[src/rtl/lru_page_replacement_defines.svh]
// Assertion macros for the LRU page replacement block.
// Each macro expects clk and arst_n to exist in the module that uses it.
`ifndef LRU_PAGE_REPLACEMENT_DEFINES_SVH
`define LRU_PAGE_REPLACEMENT_DEFINES_SVH
`ifndef SYNTHESIS
`define LRUPR_ASSERT(lbl, prop, msg) \
	lbl: assert property (@(posedge clk) disable iff (!arst_n) prop) else $error(msg);
`define LRUPR_ASSERT_NEVER(lbl, cond, msg) \
	`LRUPR_ASSERT(lbl, !(cond), msg)
`else
`define LRUPR_ASSERT(lbl, prop, msg)
`define LRUPR_ASSERT_NEVER(lbl, cond, msg)
`endif
`endif

[src/rtl/lrupr_pkg.sv]
`default_nettype none
package lrupr_pkg;

	localparam int unsigned MAX_FRAMES_DEF = 8;
	localparam int unsigned PAGE_BITS_DEF  = 16;
	localparam int unsigned FRAMES_W       = 4;
	localparam int unsigned FAULT_W        = 32;
	localparam logic [FRAMES_W-1:0] FRAMES_RESET = FRAMES_W'(8);

	// clamp the frames register into 1 .. max_frames
	function automatic int unsigned eff_frames(logic [FRAMES_W-1:0] frames,
			int unsigned max_frames);
		int unsigned f;
		f = 32'(frames);
		if (f == 0)
			return 1;
		if (f > max_frames)
			return max_frames;
		return f;
	endfunction

endpackage
`default_nettype wire

[src/rtl/lru_page_replacement.sv]
`default_nettype none
// LRU page replacement unit. Each input item is one page reference; the block
// keeps up to frames_in_use resident pages ordered from most to least recently
// used. A hit moves the page to the front, a miss raises page_fault, bumps the
// saturating fault_total and inserts the page at the front, evicting and
// reporting the least recently used page when all frames in use are taken.
// Every reference yields exactly one result item. The block takes one item per
// cycle unless the result channel stalls; each item waits in the input register
// while the parallel tag compare and recency-stack shift run, which together
// set the clock rate, and then passes to the result register. Write cfg_wr_data to
// set frames_in_use (0 acts as 1, values above MAX_FRAMES act as MAX_FRAMES)
// only while the block is idle; shrinking it drops the oldest resident pages
// without reporting them. Resident pages read as undefined until referenced.
`include "lru_page_replacement_defines.svh"
module lru_page_replacement #(
	parameter int unsigned MAX_FRAMES = lrupr_pkg::MAX_FRAMES_DEF,
	parameter int unsigned PAGE_BITS  = lrupr_pkg::PAGE_BITS_DEF
) (
	input  wire logic                           clk,
	input  wire logic                           arst_n,
	// configuration
	input  wire logic                           cfg_wr_en,
	input  wire logic [lrupr_pkg::FRAMES_W-1:0] cfg_wr_data,
	// reference channel
	input  wire logic                           in_valid,
	output logic                                in_stall,
	input  wire logic [PAGE_BITS-1:0]           page_number,
	// result channel
	output logic                                out_valid,
	input  wire logic                           out_stall,
	output logic                                page_fault,
	output logic                                evict_valid,
	output logic [PAGE_BITS-1:0]                evicted_page,
	output logic [lrupr_pkg::FAULT_W-1:0]       fault_total
);

	localparam int unsigned CNT_W = $clog2(MAX_FRAMES + 1);
	localparam int unsigned IDX_W = (MAX_FRAMES > 1) ? $clog2(MAX_FRAMES) : 1;

	typedef logic [PAGE_BITS-1:0] page_t;

	// configuration and bookkeeping
	logic [lrupr_pkg::FRAMES_W-1:0] frames_q;
	logic [CNT_W-1:0]               count_q;
	logic [lrupr_pkg::FAULT_W-1:0]  fault_q;
	logic [CNT_W-1:0]               lim;
	logic [CNT_W-1:0]               lim_wr;

	// recency stack, position 0 is the most recently used page
	page_t                          stack_q [MAX_FRAMES];
	page_t                          stack_d [MAX_FRAMES];

	// input register
	logic                           valid_s1;
	page_t                          page_s1;

	// result register
	logic                           out_valid_q;
	logic                           page_fault_q;
	logic                           evict_q;
	page_t                          victim_q;

	logic                           adv;
	logic                           in_take;
	logic [MAX_FRAMES-1:0]          match;
	logic [MAX_FRAMES-1:0]          shift;
	logic                           hit;
	logic                           full;
	logic [IDX_W-1:0]               lru_idx;

	assign lim    = CNT_W'(lrupr_pkg::eff_frames(frames_q, MAX_FRAMES));
	assign lim_wr = CNT_W'(lrupr_pkg::eff_frames(cfg_wr_data, MAX_FRAMES));

	// Advance the item in the input register whenever the result register is
	// free or being emptied this cycle; hold the input side otherwise.
	assign adv      = valid_s1 && (!out_valid_q || !out_stall);
	assign in_stall = valid_s1 && !adv;
	assign in_take  = in_valid && !in_stall;

	assign full    = (count_q == lim);
	assign lru_idx = IDX_W'(lim - CNT_W'(1));

	// Parallel compare against the resident positions, then work out which
	// positions take their neighbour's page. On a hit everything up to the
	// matching position moves down; on a miss everything up to the last
	// occupied (or last usable) position moves down.
	always_comb begin
		for (int i = 0; i < MAX_FRAMES; i++) begin
			match[i] = (count_q > CNT_W'(i)) && (stack_q[i] == page_s1);
		end
		hit = |match;
		shift = '0;
		for (int i = 1; i < MAX_FRAMES; i++) begin
			if (hit)
				shift[i] = ((match >> i) != '0);
			else
				shift[i] = (count_q >= CNT_W'(i)) && (lim > CNT_W'(i));
		end
		stack_d[0] = page_s1;
		for (int i = 1; i < MAX_FRAMES; i++) begin
			stack_d[i] = shift[i] ? stack_q[i-1] : stack_q[i];
		end
	end

	// input register
	always_ff @(posedge clk or negedge arst_n) begin
		if (!arst_n) begin
			valid_s1 <= 1'b0;
		end else if (in_take) begin
			valid_s1 <= 1'b1;
		end else if (adv) begin
			valid_s1 <= 1'b0;
		end
	end

	always_ff @(posedge clk) begin
		if (in_take) begin
			page_s1 <= page_number;
		end
	end

	// control state: frames register, occupancy, fault counter, result valid
	always_ff @(posedge clk or negedge arst_n) begin
		if (!arst_n) begin
			frames_q    <= lrupr_pkg::FRAMES_RESET;
			count_q     <= '0;
			fault_q     <= '0;
			out_valid_q <= 1'b0;
		end else begin
			if (cfg_wr_en) begin
				frames_q <= cfg_wr_data;
				// drop the oldest pages silently when the limit shrinks
				if (count_q > lim_wr)
					count_q <= lim_wr;
			end else if (adv && !hit && !full) begin
				count_q <= count_q + CNT_W'(1);
			end
			if (adv && !hit && (fault_q != '1))
				fault_q <= fault_q + 1'b1;
			if (adv)
				out_valid_q <= 1'b1;
			else if (!out_stall)
				out_valid_q <= 1'b0;
		end
	end

	// recency stack and result payload
	always_ff @(posedge clk) begin
		if (adv) begin
			for (int i = 0; i < MAX_FRAMES; i++) begin
				stack_q[i] <= stack_d[i];
			end
			page_fault_q <= !hit;
			evict_q      <= !hit && full;
			victim_q     <= (!hit && full) ? stack_q[lru_idx] : '0;
		end
	end

	assign out_valid    = out_valid_q;
	assign page_fault   = page_fault_q;
	assign evict_valid  = evict_q;
	assign evicted_page = victim_q;
	// the counter only moves when a new result is loaded, so it tracks the result
	assign fault_total  = fault_q;

	`LRUPR_ASSERT(a_count_in_limit, count_q <= lim,
		"resident count above frame limit")
	`LRUPR_ASSERT_NEVER(a_evict_needs_fault, out_valid_q && evict_q && !page_fault_q,
		"eviction reported on a hit")
	`LRUPR_ASSERT(a_hit_keeps_count, (adv && hit) |=> (fault_q == $past(fault_q)),
		"fault counter moved on a hit")

endmodule
`default_nettype wire
[config.mk]
export PLATFORM = sky130hd
export DESIGN_NAME = lru_page_replacement
export DESIGN_NICKNAME = d
export VERILOG_FILES = /design/src/rtl/lrupr_pkg.sv /design/src/rtl/lru_page_replacement.sv
export VERILOG_INCLUDE_DIRS = /design/src /design/src/rtl
export SDC_FILE = /design/constraint.sdc
export NUM_CORES = 1
export LEC_CHECK = 0
export BUFFER_PORTS_ARGS = -buffer_cell sky130_fd_sc_hd__buf_2
export CORE_ASPECT_RATIO = 1.1
export CORE_MARGIN = 2
export CORE_UTILIZATION = 60
export DETAILED_ROUTE_END_ITERATION = 7
export PLACE_DENSITY = 0.8
export SYNTH_ARGS = -nofsm -noshare
export SYNTH_HDL_FRONTEND = slang
export SYNTH_SLANG_ARGS = --single-unit
export TNS_END_PERCENT = 30
[constraint.sdc]
create_clock -name clk -period 9.8 [get_ports clk]
set_clock_uncertainty 0.2 [all_clocks]
set_input_delay 2.94 -clock clk [delete_from_list [all_inputs] [get_ports clk]]
set_output_delay 2.94 -clock clk [all_outputs]
set_load 0.02 [all_outputs]
# Word-level counts from Yosys, hierarchy flattened
# Memory sizes are Yosys's and may differ from the RTL's. A register that Yosys moved wholly into a read port is not among the register bits.
# Cells that the tools add are included.
[word_totals] reg_bits=60 latchBits=0 ramBits=128 romBits=0 input_bits=25 word_cells=128 mem_count=1
[mem_list] memory="stack_q" words=8 word_bits=16 rd=9 rd_ports_with_merged_regs=1 wr=8 line="lru_page_replacement.sv:50" text="page_t stack_q [MAX_FRAMES];"
[op_classes] add_sub_neg=3 n_mul=0 div=0 n_lt_le_gt_ge=25 n_eq_ne=12 shifts=0 mux=37 bitwise_logic=0 reduce_logical=42
[op_table] op="$eq 16x16->1" count=8
[op_table] op="$mux 16" count=7
[op_table] op="$reduce_bool 8->1" count=6
[op_table] op="$mux 4" count=9
[op_table] op="$add 32x1->32 const B" count=1
[op_table] op="$gt 4x3->1 const B" count=8
[op_table] op="$ne 32x32->1 const B" count=1
[op_table] op="$logic_and 1x1->1" count=22
[op_table] op="$mux 1" count=21
[op_table] op="$ge 4x3->1 const B" count=4
[op_table] op="$gt 4x2->1 const B" count=4
[op_table] op="$gt 4x1->1 const B" count=3
[op_table] op="$ge 4x2->1 const B" count=2
[op_table] op="$gt 4x4->1 const B" count=2
[op_table] op="$logic_not 4->1" count=2
[op_table] op="$reduce_or 8->1" count=1
[op_table] op="$logic_not 1->1" count=7
[op_table] op="$add 4x1->4 const B" count=1
[op_table] op="$eq 4x4->1" count=1
[op_table] op="$ge 4x1->1 const B" count=1
[op_table] op="$gt 4x4->1" count=1
[op_table] op="$ne 2x1->1 const B" count=2
[op_table] op="$reduce_bool 2->1" count=2
[op_table] op="$sub 3x1->3 const B" count=1
[op_table] op="2 further kinds" count=2

# Logic depth before layout (Yosys ltp)
[logic_depth] ltp_word=10 depth_mapped=12 depth_no_buf=11

# Least setup slack after synthesis
# OpenSTA, ideal clock, no wires.
[synth_timing] path_type="input to output" start="input port out_stall" end="output port in_stall" arrival_ns=3.189 required_ns=6.660 slack_ns=3.471 path_stages=2 cell_sequence="nand3_1 inv_1"
[synth_between] elab_chain_cells=5
[synth_rtl] element="start: declaration" line="lru_page_replacement.sv:30" text="input wire logic out_stall,"
[synth_rtl] element="$logic_not 1->1"
[synth_rtl] element="$logic_or 1x1->1" line="lru_page_replacement.sv:76" text="assign adv = valid_s1 && (!out_valid_q || !out_stall);"
[synth_rtl] element="$logic_and 1x1->1" line="lru_page_replacement.sv:76"
[synth_rtl] element="$logic_not 1->1" line="lru_page_replacement.sv:77" text="assign in_stall = valid_s1 && !adv;"
[synth_rtl] element="$logic_and 1x1->1" line="lru_page_replacement.sv:77"
[synth_rtl] element="end: declaration" line="lru_page_replacement.sv:26" text="output logic in_stall,"
# No other way between the ends.

# Worst setup path in the final report
# Ends and elaborated chain as after synthesis.

==> flow_summary_export.csv <==
group,metric,value,unit
power_and_ir_drop,cellLeakagePower,4.28,nW
clocking,tritoncts_clock_tree,"done",
routing,drc,0,
worst_setup_path,cell_chain_of_the_critical_path,"buf_2, nand3_1, inv_1, buf_2",
floorplanning,die_w,129,um
timing,min_period_over_period,0.663,
grt,grt_use_met2,0.441,
worst_setup_path,worst-endpoint-required,6.66,ns
worst_hold_path,hold-path-endpoint,"out_valid",
logic_synthesis,synth.ff_latch_count,204,
grt,busiest_layer,"met2",
grt,grt_util_met1,0.376,
logic_synthesis,syn_inst,760,
worst_setup_path,endpoint_kind,"primary output",
place,gp_congestion,0.926,
worst_setup_path,r2r_cells,9,
logic_synthesis,number_of_enable_type_register_cells_in_the_synthesized_netlist,162,
routing,routed_wirelength,23800,um
worst_setup_path,timing.critical_path.from_type,"input pin",
timing,achievable-frequency,154,MHz
logic_synthesis,synth.yosys.seq_area_share,0.576,
worst_hold_path,timing.hold.worst.class,"flop to flop",
finish,n_antenna_cell,0,
logic_synthesis,ys_top_cells_by_area,"sky130_fd_sc_hd__edfxtp_1 47%, sky130_fd_sc_hd__dfrtp_1 10%, sky130_fd_sc_hd__xor2_1 9.6%, sky130_fd_sc_hd__mux4_2 7.0%, sky130_fd_sc_hd__xnor2_1 4.3%",
logic_synthesis,synthArstFlopShare,0.206,
timing,finalSetupViolCount,0,
finish,flow.area_growth_from_synthesis,10.9,%
worst_setup_path,worst_path_most_repeated_cell,"sky130_fd_sc_hd__buf_2",
grt,globalRouteOverflowTotal,0,
clocking,cts_root_buf,"sky130_fd_sc_hd__clkbuf_16",
power_and_ir_drop,power_per_cell_area,224,nW/um2
logic_synthesis,synth.largest_area_cell,"sky130_fd_sc_hd__edfxtp_1",
worst_hold_path,worstHoldPathCells,1,
grt,grt_pass1_wl,37600,um
floorplanning,floorplan.rows,50,
worst_setup_path,crit_path_max_fanout,3,
worst_setup_path,critical_path.reg2reg.startpoint,"count_q[1]",
floorplanning,die_area,18200,um2
worst_setup_path,rr_endpoint,"evicted_page[9]",
clocking,cts_hold_buffers,0,
clocking,cts-htree-levels,1,
routing,drt_pre_antenna_iters,7,
logic_synthesis,number_of_warning_messages_in_the_yosys_log,0,
floorplanning,floorplan.die.height,141,um
place,dp_hpwl,17100,um
timing,min_tclk_post_route,6.50,ns
grt,first_global_vias,6761,
routing,detail_route.iter0.violations,658,
place,placement.io_buffers,76,
power_and_ir_drop,irDropWorstVdd,0.000151,V
clocking,clkSlewWorstSetupHoldPaths,0.05,ns
finish,final_common_cell,"sky130_fd_sc_hd__edfxtp_1",
worst_setup_path,crit_path_top_delay_cell,"sky130_fd_sc_hd__buf_2",
finish,layout.nets,869,
worst_setup_path,worstSetupPathType,"input pin to primary output",
clocking,cts_repair_resize_count,0,
finish,finish.cell_count_without_fillers,1056,
grt,grt_start_max_net_pins,43,
logic_synthesis,ys_types,62,
worst_setup_path,worst_path_buf_inv,3,
timing,finalHoldViolations,0,
finish,share_of_cells_above_drive_strength_1,0.198,
timing,worst_hold_slack,0.292,ns
finish,most-common-layout-cells,"162 x sky130_fd_sc_hd__edfxtp_1, 112 x sky130_fd_sc_hd__xor2_1, 76 x sky130_fd_sc_hd__buf_2, 60 x sky130_fd_sc_hd__nand2_1, 49 x sky130_fd_sc_hd__xnor2_1",
worst_hold_path,hold_path.startpoint,"valid_s1",
clocking,clock-sinks,204,
timing,tns,0,ns
grt,grt_antenna_before_repair,0,
floorplanning,initial_utilization,0.608,
grt,globalRouteTotalUtil,0.269,
routing,wire_per_inst,22.5,um
clocking,clk_path_buf_depth,3,
clocking,worst_skew_pair.late_latency,0.50,ns
timing,slew_violations,0,
worst_setup_path,regToRegSetupSlack,5.70,ns
routing,postRouteAntennaNets,0,
logic_synthesis,syn-cell-area,10300,um2
routing,routed_via_density,6.29,
grt,met3_usage,0.0406,
logic_synthesis,synthDominantCellAreaShare,0.474,
timing,relSlewSlack,0.209,
floorplanning,io_pins,77,
worst_setup_path,critPathArrivalTime,3.36,ns
clocking,post-cts-setup-buffers,0,
clocking,numCtsBuffers,22,
timing,worst_pin_slew,1.19,ns
routing,vias,6645,
status,status,"completed",
worst_setup_path,crit_family,"buffers and inverters",
logic_synthesis,ys.flop_type,"sky130_fd_sc_hd__edfxtp_1",
worst_setup_path,critical_path.max_stage_delay,0.16,ns
timing,unrepaired_setup_endpoints_after_global_routing,"false",
floorplanning,core_area,16900,um2
logic_synthesis,synth.net_count,797,
logic_synthesis,postSynthAreaPerCell,13.5,um2
place,dp.cells,1016,
job,drv_cap,0,
[stage by stage]
| stage | setup slack (ns) | utilization | total power [W] | instance area, um2 |
|---|---|---|---|---|
| floorplan | 3.47 | - | 0.00160 | 10300 |
| global placement | 3.32 | 0.635 | 0.00176 | 10700 |
| detailed placement | 3.30 | 0.635 | 0.00179 | 10700 |
| CTS | 3.30 | 0.674 | 0.00255 | 11400 |
| global route | 3.26 | 0.674 | 0.00265 | 11400 |
| finish | 3.30 | 0.674 | 0.00255 | 11400 |
[report_power, final]
group / switching (W) / internal (W)
Clock: 0.000330 / 0.000436
Sequential: 0.000136 / 0.00109
Combinational: 0.000329 / 0.000234
Total: 0.000794 / 0.00176
[kinds of logic after synthesis]
group / synth area share
adders and majority gates: 0.0146
buffers and inverters: 0.0321
AOI/OAI and AO/OA: 0.0366
DFF: 0.576
muxes: 0.0759
and+or+nand+nor: 0.123
xor gates and xnor gates: 0.141
[worst max-delay path by stage]
stage / slack, ns / from / end / cells after the start
after floorplan: 3.47 / out_stall / in_stall / 2
after global placement: 3.32 / out_stall / in_stall / 4
after detailed placement: 3.30 / out_stall / in_stall / 4
after CTS: 3.30 / out_stall / in_stall / 4
after global routing: 3.26 / out_stall / in_stall / 4
final: 3.30 / out_stall / in_stall / 4
[final cells by class]
class                           count  area (um2)
Multi-Input combinational cell    499        4030
Clock buffer                       30         612
Clock inverter                     10        45.0
Inverter                           20        75.1
Fill cell                        1176        5510
Timing Repair Buffer               85         448
Tap cell                          208         260
Sequential cell                   204        5920
[flip-flops by register name, indices dropped and copies added, names as in the netlist]
register and cells:
page_fault 1, fault_total 32, frames_q 4, evicted_page 16
out_valid 1, evict_valid 1, valid_s1 1, count_q 4
stack_q 128, page_s1 16
[cell usage after synthesis, types with 4 or more instances]
cell type	number
sky130_fd_sc_hd__or3_1	4
sky130_fd_sc_hd__nor4b_1	6
sky130_fd_sc_hd__ha_1	12
sky130_fd_sc_hd__nand4_1	15
sky130_fd_sc_hd__buf_4	14
sky130_fd_sc_hd__or2b_1	4
sky130_fd_sc_hd__or4_1	4
sky130_fd_sc_hd__buf_6	8
sky130_fd_sc_hd__nor4_1	32
sky130_fd_sc_hd__and3_1	5
sky130_fd_sc_hd__dfrtp_1	41
sky130_fd_sc_hd__nor2_1	31
sky130_fd_sc_hd__a21oi_1	32
sky130_fd_sc_hd__nand3_1	19
sky130_fd_sc_hd__nand2_1	60
sky130_fd_sc_hd__nor3_1	9
sky130_fd_sc_hd__xnor2_1	50
sky130_fd_sc_hd__nor3b_1	4
sky130_fd_sc_hd__edfxtp_1	162
sky130_fd_sc_hd__and4_1	4
sky130_fd_sc_hd__o21ai_0	6
sky130_fd_sc_hd__inv_1	20
sky130_fd_sc_hd__nand2b_1	6
sky130_fd_sc_hd__mux4_2	32
sky130_fd_sc_hd__clkbuf_1	12
sky130_fd_sc_hd__xor2_1	112
[layer usage]
layer / part of all wire / up-vias
met2: 0.50 / 304
li1: - / 2948
met1: 0.40 / 3343
met4: 0.026 / 0
met3: 0.072 / 50
met5: 0 / -
Power figures use the tool's default switching activity.
